### src/aadr_pkg.sv
// aadr_pkg: shared types, constants and tables for the axis-angle direction rotator
// used by aadr_ctrl, aadr_dp and the top level under src; depends on nothing
package aadr_pkg;

  localparam int COMPONENT_BITS_DEF = 16;
  localparam int CORDIC_STEPS_DEF   = 16;
  localparam int TRIG_BITS          = 30;
  localparam int ANG_W              = 34;
  localparam int STEP_W             = 5;
  localparam int N_OPS              = 19;
  localparam int REQ_LOAD           = 1;

  localparam logic signed [33:0] CORDIC_GAIN  = 34'sd652032874;
  localparam logic signed [ANG_W-1:0] HALF_TURN = 34'sd2147483648;

  // controller states
  typedef enum logic [2:0] {
    ST_IDLE, ST_SINCOS, ST_PROD, ST_ATAN, ST_DONE
  } aadr_state_t;

  // products in the order the shared multiplier takes them
  typedef enum logic [STEP_W-1:0] {
    OP_DOT0, OP_DOT1, OP_DOT2,
    OP_CR0A, OP_CR0B, OP_CR1A, OP_CR1B, OP_CR2A, OP_CR2B,
    OP_T,
    OP_NV0C, OP_NV0S, OP_NV0K,
    OP_NV1C, OP_NV1S, OP_NV1K,
    OP_NV2C, OP_NV2S, OP_NV2K
  } aadr_op_t;

  // controller commands to the datapath
  typedef struct packed {
    logic       capture;
    logic       sc_step;
    logic       mul_step;
    logic       at_init;
    logic       at_step;
    logic       commit;
    logic [STEP_W-1:0] step_idx;
  } aadr_cmd_t;

  // status back from the datapath
  typedef struct packed {
    logic is_load;
  } aadr_sts_t;

  // atan(2^-i), 2^32 units per turn
  function automatic logic [31:0] atan_step(input logic [STEP_W-1:0] i);
    logic [31:0] r;
    unique case (i)
      5'd0:  r = 32'h20000000; 5'd1:  r = 32'h12E4051E; 5'd2:  r = 32'h09FB385B;
      5'd3:  r = 32'h051111D4; 5'd4:  r = 32'h028B0D43; 5'd5:  r = 32'h0145D7E1;
      5'd6:  r = 32'h00A2F61E; 5'd7:  r = 32'h00517C55; 5'd8:  r = 32'h0028BE53;
      5'd9:  r = 32'h00145F2F; 5'd10: r = 32'h000A2F98; 5'd11: r = 32'h000517CC;
      5'd12: r = 32'h00028BE6; 5'd13: r = 32'h000145F3; 5'd14: r = 32'h0000A2FA;
      5'd15: r = 32'h0000517D; 5'd16: r = 32'h000028BE; 5'd17: r = 32'h0000145F;
      5'd18: r = 32'h00000A30; 5'd19: r = 32'h00000518; 5'd20: r = 32'h0000028C;
      5'd21: r = 32'h00000146; 5'd22: r = 32'h000000A3; 5'd23: r = 32'h00000051;
      5'd24: r = 32'h00000029; 5'd25: r = 32'h00000014; 5'd26: r = 32'h0000000A;
      5'd27: r = 32'h00000005; 5'd28: r = 32'h00000003; 5'd29: r = 32'h00000001;
      default: r = 32'h0;
    endcase
    return r;
  endfunction

endpackage

### src/aadr_ctrl.sv
// aadr_ctrl: sequencer for sincos, product and atan2 phases
// depends on aadr_pkg
module aadr_ctrl #(
  parameter int CORDIC_STEPS = aadr_pkg::CORDIC_STEPS_DEF
) (
  input  logic                clk,
  input  logic                rst_n,
  input  logic                in_valid,
  output logic                in_stall,
  output logic                out_valid,
  input  logic                out_stall,
  input  aadr_pkg::aadr_sts_t sts,
  output aadr_pkg::aadr_cmd_t cmd
);

  aadr_pkg::aadr_state_t state_r, state_nxt;
  logic [aadr_pkg::STEP_W-1:0] cnt_r, cnt_nxt;
  logic out_valid_r, out_valid_nxt;
  logic accept;

  assign accept    = in_valid && !in_stall;
  assign in_stall  = (state_r != aadr_pkg::ST_IDLE);
  assign out_valid = out_valid_r;

  // next state
  always_comb begin
    state_nxt = state_r;
    cnt_nxt   = cnt_r;
    unique case (state_r)
      aadr_pkg::ST_IDLE: begin
        cnt_nxt = '0;
        if (accept) state_nxt = aadr_pkg::ST_SINCOS;
      end
      aadr_pkg::ST_SINCOS: begin
        if (sts.is_load) begin
          state_nxt = aadr_pkg::ST_ATAN;
          cnt_nxt = '0;
        end else if (cnt_r == aadr_pkg::STEP_W'(CORDIC_STEPS - 1)) begin
          state_nxt = aadr_pkg::ST_PROD;
          cnt_nxt = '0;
        end else cnt_nxt = cnt_r + 1'b1;
      end
      aadr_pkg::ST_PROD: begin
        // an extra step after the last product drains the last registered product
        if (cnt_r == aadr_pkg::STEP_W'(aadr_pkg::N_OPS)) begin
          state_nxt = aadr_pkg::ST_ATAN;
          cnt_nxt = '0;
        end else cnt_nxt = cnt_r + 1'b1;
      end
      aadr_pkg::ST_ATAN: begin
        if (cnt_r == aadr_pkg::STEP_W'(CORDIC_STEPS)) begin
          state_nxt = aadr_pkg::ST_DONE;
        end else cnt_nxt = cnt_r + 1'b1;
      end
      aadr_pkg::ST_DONE: begin
        if (!out_valid_r || !out_stall) state_nxt = aadr_pkg::ST_IDLE;
      end
      default: state_nxt = aadr_pkg::ST_IDLE;
    endcase
  end

  // commands
  always_comb begin
    cmd = '0;
    cmd.step_idx = cnt_r;
    unique case (state_r)
      aadr_pkg::ST_IDLE:   cmd.capture = accept;
      aadr_pkg::ST_SINCOS: cmd.sc_step = !sts.is_load;
      aadr_pkg::ST_PROD:   cmd.mul_step = (cnt_r < aadr_pkg::STEP_W'(aadr_pkg::N_OPS));
      aadr_pkg::ST_ATAN: begin
        cmd.at_init = (cnt_r == '0);
        cmd.at_step = (cnt_r != '0);
        cmd.step_idx = cnt_r - 1'b1;
      end
      aadr_pkg::ST_DONE:   cmd.commit = (!out_valid_r || !out_stall);
      default: ;
    endcase
  end

  // output beat valid
  always_comb begin
    out_valid_nxt = out_valid_r;
    if (out_valid_r && !out_stall) out_valid_nxt = 1'b0;
    if (cmd.commit) out_valid_nxt = 1'b1;
  end

  always_ff @(posedge clk) begin
    if (!rst_n) begin
      state_r     <= aadr_pkg::ST_IDLE;
      cnt_r       <= '0;
      out_valid_r <= 1'b0;
    end else begin
      state_r     <= state_nxt;
      cnt_r       <= cnt_nxt;
      out_valid_r <= out_valid_nxt;
    end
  end

endmodule

### src/aadr_dp.sv
// aadr_dp: direction register, shared cordic unit and shared multiplier
// depends on aadr_pkg
module aadr_dp #(
  parameter int COMPONENT_BITS = aadr_pkg::COMPONENT_BITS_DEF
) (
  input  logic                       clk,
  input  logic                       rst_n,
  input  logic                       in_req_type,
  input  logic signed [15:0]         in_turn_angle,
  input  logic signed [COMPONENT_BITS-1:0] in_vec_x,
  input  logic signed [COMPONENT_BITS-1:0] in_vec_y,
  input  logic signed [COMPONENT_BITS-1:0] in_vec_z,
  input  aadr_pkg::aadr_cmd_t        cmd,
  output aadr_pkg::aadr_sts_t        sts,
  output logic signed [COMPONENT_BITS-1:0] out_dir_x,
  output logic signed [COMPONENT_BITS-1:0] out_dir_y,
  output logic signed [COMPONENT_BITS-1:0] out_dir_z,
  output logic [15:0]                out_heading,
  output logic                       out_heading_undefined
);

  localparam int CW   = COMPONENT_BITS;
  localparam int FB   = CW - 2;
  localparam int TB   = aadr_pkg::TRIG_BITS;
  localparam int AW   = aadr_pkg::ANG_W;
  localparam int MW   = CW + 34;            // product width
  localparam int PW   = CW + 35;            // accumulator width
  localparam int SW   = 36;                 // cordic register width
  localparam int SH   = 32 - CW;
  localparam logic signed [CW-1:0] CMAX = {1'b0, {(CW-1){1'b1}}};
  localparam logic signed [CW-1:0] CMIN = {1'b1, {(CW-1){1'b0}}};
  localparam logic signed [CW-1:0] UNIT = CW'(1) <<< FB;
  localparam logic signed [PW-1:0] HALF_FB = PW'(1) <<< (FB - 1);
  localparam logic signed [PW-1:0] HALF_TB = PW'(1) <<< (TB - 1);

  // saturate a wide sum into the component range
  function automatic logic signed [CW-1:0] sat(input logic signed [PW-1:0] v);
    if (v > PW'(CMAX)) return CMAX;
    if (v < PW'(CMIN)) return CMIN;
    return v[CW-1:0];
  endfunction

  logic signed [CW-1:0] v_r [3];
  logic signed [CW-1:0] k_r [3];
  logic signed [CW-1:0] nv_r [3];
  logic is_load_r;
  logic sc_neg_r;
  logic signed [SW-1:0] cx_r, cy_r;
  logic signed [AW-1:0] cz_r;
  logic signed [CW-1:0] dot_r, t_r;
  logic signed [CW-1:0] cr_r [3];
  logic signed [PW-1:0] acc_r, pr_r;
  aadr_pkg::aadr_op_t pop_r;
  logic pv_r;

  logic signed [16:0] a17;
  logic sc_neg;
  logic signed [SW-1:0] sdx, sdy, nx, ny;
  logic signed [AW-1:0] nz, at;
  logic up;
  logic signed [33:0] c_v, s_v, omc_v;
  aadr_pkg::aadr_op_t op;
  logic signed [CW-1:0] ma;
  logic signed [33:0]   mb;
  logic signed [MW-1:0] prod;
  logic use_tb;
  logic signed [PW-1:0] rp;
  logic signed [SW-1:0] ax0, ay0, xs, ys;
  logic signed [AW-1:0] az0;
  logic [AW-1:0] hz;
  logic [15:0] hd;
  logic xy_zero;

  // sine/cosine start: fold angle into half turn
  always_comb begin
    a17 = 17'(in_turn_angle);
    sc_neg = 1'b0;
    if (a17 > 17'sd16384) begin
      a17 = a17 - 17'sd32768;
      sc_neg = 1'b1;
    end
    if (a17 < -17'sd16384) begin
      a17 = a17 + 17'sd32768;
      sc_neg = 1'b1;
    end
  end

  // one shared cordic stage: rotation drives z to zero, vectoring drives y to zero
  always_comb begin
    sdx = cy_r >>> cmd.step_idx;
    sdy = cx_r >>> cmd.step_idx;
    at  = AW'(aadr_pkg::atan_step(cmd.step_idx));
    up  = cmd.at_step ? (cy_r >= 0) : (cz_r < 0);
    if (up) begin
      nx = cx_r + sdx; ny = cy_r - sdy; nz = cz_r + at;
    end else begin
      nx = cx_r - sdx; ny = cy_r + sdy; nz = cz_r - at;
    end
  end

  // cosine, sine and one minus cosine with the fold undone
  assign c_v   = sc_neg_r ? -34'(cx_r) : 34'(cx_r);
  assign s_v   = sc_neg_r ? -34'(cy_r) : 34'(cy_r);
  assign omc_v = (34'sd1 <<< TB) - c_v;

  // shared multiplier: operand select per product
  assign op = aadr_pkg::aadr_op_t'(cmd.step_idx);
  always_comb begin
    ma = '0; mb = '0;
    if (cmd.mul_step) begin
      unique case (op)
        aadr_pkg::OP_DOT0: begin ma = k_r[0];  mb = 34'(v_r[0]); end
        aadr_pkg::OP_DOT1: begin ma = k_r[1];  mb = 34'(v_r[1]); end
        aadr_pkg::OP_DOT2: begin ma = k_r[2];  mb = 34'(v_r[2]); end
        aadr_pkg::OP_CR0A: begin ma = k_r[1];  mb = 34'(v_r[2]); end
        aadr_pkg::OP_CR0B: begin ma = k_r[2];  mb = 34'(v_r[1]); end
        aadr_pkg::OP_CR1A: begin ma = k_r[2];  mb = 34'(v_r[0]); end
        aadr_pkg::OP_CR1B: begin ma = k_r[0];  mb = 34'(v_r[2]); end
        aadr_pkg::OP_CR2A: begin ma = k_r[0];  mb = 34'(v_r[1]); end
        aadr_pkg::OP_CR2B: begin ma = k_r[1];  mb = 34'(v_r[0]); end
        aadr_pkg::OP_T:    begin ma = dot_r;   mb = omc_v;       end
        aadr_pkg::OP_NV0C: begin ma = v_r[0];  mb = c_v;         end
        aadr_pkg::OP_NV0S: begin ma = cr_r[0]; mb = s_v;         end
        aadr_pkg::OP_NV0K: begin ma = k_r[0];  mb = 34'(t_r);    end
        aadr_pkg::OP_NV1C: begin ma = v_r[1];  mb = c_v;         end
        aadr_pkg::OP_NV1S: begin ma = cr_r[1]; mb = s_v;         end
        aadr_pkg::OP_NV1K: begin ma = k_r[1];  mb = 34'(t_r);    end
        aadr_pkg::OP_NV2C: begin ma = v_r[2];  mb = c_v;         end
        aadr_pkg::OP_NV2S: begin ma = cr_r[2]; mb = s_v;         end
        aadr_pkg::OP_NV2K: begin ma = k_r[2];  mb = 34'(t_r);    end
        default: ;
      endcase
    end
    prod = ma * mb;
  end

  // rounding of the registered product, trig terms carry 30 fraction bits
  assign use_tb = pop_r inside {aadr_pkg::OP_T, aadr_pkg::OP_NV0C, aadr_pkg::OP_NV0S,
                                aadr_pkg::OP_NV1C, aadr_pkg::OP_NV1S,
                                aadr_pkg::OP_NV2C, aadr_pkg::OP_NV2S};
  assign rp = use_tb ? ((pr_r + HALF_TB) >>> TB) : ((pr_r + HALF_FB) >>> FB);

  // atan2 start: scale to 32 bits, fold left half plane
  always_comb begin
    xs = SW'(nv_r[1]) <<< SH;
    ys = -(SW'(nv_r[0]) <<< SH);
    ax0 = xs; ay0 = ys; az0 = '0;
    if (xs < 0) begin
      ax0 = -xs; ay0 = -ys; az0 = aadr_pkg::HALF_TURN;
    end
  end

  // heading rounded to 65536 units per turn
  assign hz = $unsigned(cz_r) + AW'(32768);
  assign hd = hz[31:16];
  assign xy_zero = (nv_r[0] == '0) && (nv_r[1] == '0);

  assign sts.is_load = is_load_r;

  // held direction and product pipeline valid
  always_ff @(posedge clk) begin
    if (!rst_n) begin
      v_r[0] <= '0;
      v_r[1] <= UNIT;
      v_r[2] <= '0;
      pv_r   <= 1'b0;
    end else begin
      if (cmd.commit) v_r <= nv_r;
      pv_r <= cmd.mul_step;
    end
  end

  // phase registers
  always_ff @(posedge clk) begin
    if (cmd.capture) begin
      is_load_r <= (in_req_type == 1'(aadr_pkg::REQ_LOAD));
      sc_neg_r  <= sc_neg;
      k_r[0] <= in_vec_x; k_r[1] <= in_vec_y; k_r[2] <= in_vec_z;
      nv_r[0] <= in_vec_x; nv_r[1] <= in_vec_y; nv_r[2] <= in_vec_z;
    end
    // cordic registers
    if (cmd.capture) begin
      cx_r <= SW'(aadr_pkg::CORDIC_GAIN);
      cy_r <= '0;
      cz_r <= AW'(a17) <<< 16;
    end else if (cmd.at_init) begin
      cx_r <= ax0; cy_r <= ay0; cz_r <= az0;
    end else if (cmd.sc_step || cmd.at_step) begin
      cx_r <= nx; cy_r <= ny; cz_r <= nz;
    end
    // multiplier output register
    if (cmd.mul_step) begin
      pr_r  <= PW'(prod);
      pop_r <= op;
    end
    // dot, cross, t and the new components from rounded products
    if (pv_r) begin
      case (pop_r) inside
        aadr_pkg::OP_DOT0, aadr_pkg::OP_CR0A, aadr_pkg::OP_CR1A, aadr_pkg::OP_CR2A,
        aadr_pkg::OP_NV0C, aadr_pkg::OP_NV1C, aadr_pkg::OP_NV2C: acc_r <= rp;
        aadr_pkg::OP_DOT1, aadr_pkg::OP_NV0S, aadr_pkg::OP_NV1S,
        aadr_pkg::OP_NV2S: acc_r <= acc_r + rp;
        aadr_pkg::OP_DOT2: dot_r <= sat(acc_r + rp);
        aadr_pkg::OP_CR0B: cr_r[0] <= sat(acc_r - rp);
        aadr_pkg::OP_CR1B: cr_r[1] <= sat(acc_r - rp);
        aadr_pkg::OP_CR2B: cr_r[2] <= sat(acc_r - rp);
        aadr_pkg::OP_T:    t_r <= sat(rp);
        aadr_pkg::OP_NV0K: nv_r[0] <= sat(acc_r + rp);
        aadr_pkg::OP_NV1K: nv_r[1] <= sat(acc_r + rp);
        aadr_pkg::OP_NV2K: nv_r[2] <= sat(acc_r + rp);
        default: ;
      endcase
    end
    // result register
    if (cmd.commit) begin
      out_dir_x <= nv_r[0]; out_dir_y <= nv_r[1]; out_dir_z <= nv_r[2];
      out_heading <= xy_zero ? 16'd0 : hd;
      out_heading_undefined <= xy_zero;
    end
  end

endmodule

### src/axis_angle_direction_rotator.sv
// axis_angle_direction_rotator: top level, controller plus datapath
// depends on aadr_pkg, aadr_ctrl, aadr_dp
//
//  channel | beat contents                                   | handshake
//  in      | req_type, turn_angle, vec_x, vec_y, vec_z       | in_valid / in_stall
//  out     | dir_x, dir_y, dir_z, heading, heading_undefined | out_valid / out_stall
//
// a rotate beat: accept, the sincos phase, the product phase (19 products through one
// registered multiplier plus a drain), the atan2 phase, then one commit
// a load beat skips sincos and products: accept, atan2 of the loaded direction, commit
// one shared cordic stage serves sincos and atan2, one shared multiplier every product
// reset returns the direction to (0, 1.0, 0); in_stall stays high while busy
// a result held by out_stall delays the next commit, not the next accept
module axis_angle_direction_rotator #(
  parameter int COMPONENT_BITS = aadr_pkg::COMPONENT_BITS_DEF,
  parameter int CORDIC_STEPS   = aadr_pkg::CORDIC_STEPS_DEF
) (
  input  logic clk,
  input  logic rst_n,
  input  logic in_valid,
  output logic in_stall,
  input  logic in_req_type,
  input  logic signed [15:0] in_turn_angle,
  input  logic signed [COMPONENT_BITS-1:0] in_vec_x,
  input  logic signed [COMPONENT_BITS-1:0] in_vec_y,
  input  logic signed [COMPONENT_BITS-1:0] in_vec_z,
  output logic out_valid,
  input  logic out_stall,
  output logic signed [COMPONENT_BITS-1:0] out_dir_x,
  output logic signed [COMPONENT_BITS-1:0] out_dir_y,
  output logic signed [COMPONENT_BITS-1:0] out_dir_z,
  output logic [15:0] out_heading,
  output logic out_heading_undefined
);

  aadr_pkg::aadr_cmd_t cmd;
  aadr_pkg::aadr_sts_t sts;

  aadr_ctrl #(.CORDIC_STEPS(CORDIC_STEPS)) u_ctrl (
    .clk, .rst_n, .in_valid, .in_stall, .out_valid, .out_stall, .sts, .cmd
  );

  aadr_dp #(.COMPONENT_BITS(COMPONENT_BITS)) u_dp (
    .clk, .rst_n, .in_req_type, .in_turn_angle, .in_vec_x, .in_vec_y, .in_vec_z,
    .cmd, .sts, .out_dir_x, .out_dir_y, .out_dir_z, .out_heading,
    .out_heading_undefined
  );

endmodule

### config.mk
export PLATFORM = sky130hd
export DESIGN_NAME = axis_angle_direction_rotator
export DESIGN_NICKNAME = d
export VERILOG_FILES = /design/src/aadr_pkg.sv /design/src/aadr_ctrl.sv /design/src/aadr_dp.sv /design/src/axis_angle_direction_rotator.sv
export SDC_FILE = /design/constraint.sdc
export NUM_CORES = 2
export LEC_CHECK = 0
export BUFFER_PORTS_ARGS = -buffer_cell sky130_fd_sc_hd__buf_2
export CORE_ASPECT_RATIO = 1.25
export CORE_MARGIN = 5
export CORE_UTILIZATION = 55
export DETAILED_ROUTE_END_ITERATION = 8
export HOLD_SLACK_MARGIN = 0.12
export PLACE_DENSITY_LB_ADDON = 0.12
export SLEW_MARGIN = 10
export SYNTH_ARGS = -nofsm -noshare
export SYNTH_HDL_FRONTEND = slang
export SYNTH_SLANG_ARGS = --single-unit
### constraint.sdc
create_clock -name clk -period 18.2 [get_ports clk]
set_input_delay 0 -clock clk [delete_from_list [all_inputs] [get_ports clk]]
set_output_delay 0 -clock clk [all_outputs]
set_load 0.03 [all_outputs]
==> results.yml <==
clock_network:
  clock_sinks: 500
  hold_buffers: 116
  cts_max_level: 2
  path_clk_slew_ps: 70
  clock_path_buffers: 3
  insertion_delay_ps: 720
  cts_setup_buffers: 0
  cts.repair.resized: 0
  cts_root_buf: "clkbuf_16"
  cts_buffers: 56
  cts_tree: "done"
floorplan:
  io_pins: 136
  die_w_um: 308.1
  design.die.area_mm2: 0.1179
  initial_core_util_pct: 55.49
  die_y_um: 382.6
  num_rows: 136
  core_mm2: 0.1101
route:
  drt_first_iter_violations: 5372
  final_antenna_net_count: 0
  drcViolationCount: 11
  avgViaCountPerCell: 6.310
  wl_per_cell_um: 25.82
  drt-total-wl_um: 226400
  dr.pass1.iters: 9
  vias: 55320
setup_path:
  path_common_cell: "fa_1"
  path_class: "register to register"
  startpoint_type: "register"
  cp.required_ps: 18570
  crit_arrival_ps: 14000
  critPathMaxStageDelay_ps: 950
  crit_fanout: 71
  critPathSlowestCell: "ha_4"
  crit_path_end_kind: "register"
power_and_ir_drop:
  total_power_mw: 10.73
  ir_worst_vdd_uv: 197.8
  p_leak_nw: 28.33
  power.density_mw_per_mm2: 162.0
cells_and_area:
  num_antenna_cells: 0
  fin_nets: 8202
  syn_to_final_growth_pct: 8.453
  layout_commonest_cell: "inv_1"
  fillers: 9798
  drive_above_1_share_pct: 7.570
  final_cell_mix: "inv_1 (796), nor2_1 (740), nand2_1 (728), fa_1 (519), a21oi_1 (409)"
synth:
  ys_ff_latch: 500
  synth_edf_count: 306
  synthTopCellsByArea: "fa_1 (17%), edfxtp_1 (15%), ha_1 (7.0%)"
  syn_area_per_cell_um2: 8.441
  synth_cell_types: 112
  synth_nets: 8168
  yosys.area.top_type: "fa_1"
  seq_area_frac_synth_pct: 21.40
  yosys_warnings: 0
  netlist_instances: 7237
  syn_area_mm2: 0.06109
  synth.top_cell.area_share_pct: 17.01
  synth_flop_cell: "edfxtp_1"
  async_reset_ff_share_pct: 0
global_route:
  grt_pass1_wl_um: 338600
  grt_pass1_vias: 55000
  track_usage_pct: 37.51
  grt_max_degree: 80
  grt.overflow.total: 0
  antenna_found_initial: 4
place:
  dpl.hpwl_um: 174400
  gp_congestion: 1.040
  io_buffer_count: 135
timing:
  finalClockSkew_ps: 78.90
  tightest_slew_ps: 1368
  rsz0062_at_grt: "no"
  fmax_ghz: 0.07339
  slew_headroom_pct: 7.834
  finalCriticalPeriod_ps: 13630
  hold_violations: 0
  finalCritPeriodShare_pct: 74.86
  setup_viol: 0
  finalSetupTns_ps: 0
  maxSlewViolCount: 0
run:
  max_cap_viol_count: 0
run_status:
  violations: "design-rule violations"
  status: "finished, violations left"
worst_hold_path:
  hp-class: "input pin to register"
[power breakdown]
part	leakage, nW	internal, mW	switching, mW
registers	4.42	1.57	0.445
logic	22.9	2.80	4.66
clock network	0.963	0.699	0.560
[state kept, by name, summed over array words and instances, names as in the netlist, 3 cells and up]
register and count:
u_dp.acc_r 51, u_dp.cr_r 48, u_dp.k_r 48, u_dp.nv_r 48, u_dp.v_r 48, u_dp.pr_r 37, u_dp.cx_r 36, u_dp.cy_r 36
u_dp.cz_r 34, u_dp.dot_r 16, u_dp.out_dir_x 16, u_dp.out_dir_y 16, u_dp.out_dir_z 16, u_dp.out_heading 16, u_dp.t_r 16, u_ctrl.cnt_r 5
u_dp.pop_r 5, u_ctrl.state_r 3
[area by class of cell]
| type | count | area, µm² | area share [%] |
|---|---|---|---|
| multi-input cells | 5537 | 43610 | 65.83 |
| flip-flops and latches | 500 | 13070 | 19.73 |
| inverters | 812 | 3058 | 4.616 |
| repair buffers | 364 | 2685 | 4.053 |
| well taps | 1449 | 1813 | 2.736 |
| clock buffers | 72 | 1575 | 2.378 |
| clock inverters | 33 | 434.2 | 0.6553 |
[synthesized netlist by cell type, types with 55 or more instances]
cell type,instances
clkbuf_1,289
nor2_1,747
edfxtp_1,306
a21o_1,96
mux2i_1,184
nand4_1,67
dfxtp_1,194
nand2_1,728
fa_1,519
xor2_1,235
inv_1,797
a21boi_0,65
nand2b_1,99
nand3_1,140
mux2_2,56
xnor2_1,272
o22ai_1,68
a31oi_1,64
o21ai_0,362
a211oi_1,57
nor3_1,116
nor2b_1,75
ha_1,343
and3_1,55
a21oi_1,411
[logic make-up after synthesis]
| family | Yosys count | share of synthesized area (%) |
|---|---|---|
| AO/OA/AOI/OAI | 1606 | 17.10 |
| multiplexers | 276 | 5.325 |
| XOR/XNOR | 508 | 7.296 |
| AND/OR/NAND/NOR | 2285 | 17.22 |
| buffers and inverters | 1200 | 7.619 |
| flip-flops | 500 | 21.40 |
| adder cells (fa/ha/maj) | 862 | 24.03 |
[worst max-delay path, delay by kind of cell (launching register included)]
kind	cells	cell delay, ps
xor gates and xnor gates	1	130
adders and majority gates	9	4440
AOI/OAI and AO/OA	13	3390
and+or+nand+nor	6	1650
DFF	1	730
buffers and inverters	12	2840
[layer usage]
layer | vias to the layer above | GRT usage (%) | share of wire, %
li1 | 24940 | - | -
met1 | 26990 | 44.13 | 36
met2 | 2606 | 62.88 | 48
met3 | 782 | 5.207 | 6.9
met4 | 4 | 26.85 | 9.3
met5 | - | 0 | 0.014
[metrics by stage]
step                      instances  hold slack [ps]  worst slack [ps]  utilization [%]  area, µm²
after floorplan                7237            98.87              7140                -      61090
after global placement         8546            177.5              4991            57.30      63080
after detailed placement       8546            181.1              4782            57.30      63080
after CTS                      8767            122.2              4700            60.18      66250
after global routing           8767            164.5              3923            60.18      66250
final                          8767            164.8              4575            60.18      66250
[path summary, 6_finish.rpt]
check / start / end / slack (ps) / cells after the start
hold / removal: in_vec_z[2] / u_dp.nv_r[2] / 160 / 4
setup / recovery: u_ctrl.state_r[2] / u_dp.pr_r[49] / 4570 / 41
hold reg to reg: u_dp.cz_r[9] / u_dp.cz_r[9] / 460 / 2
setup reg to reg: u_ctrl.state_r[2] / u_dp.pr_r[49] / 4570 / 41
(Power assumes the default switching activity.)
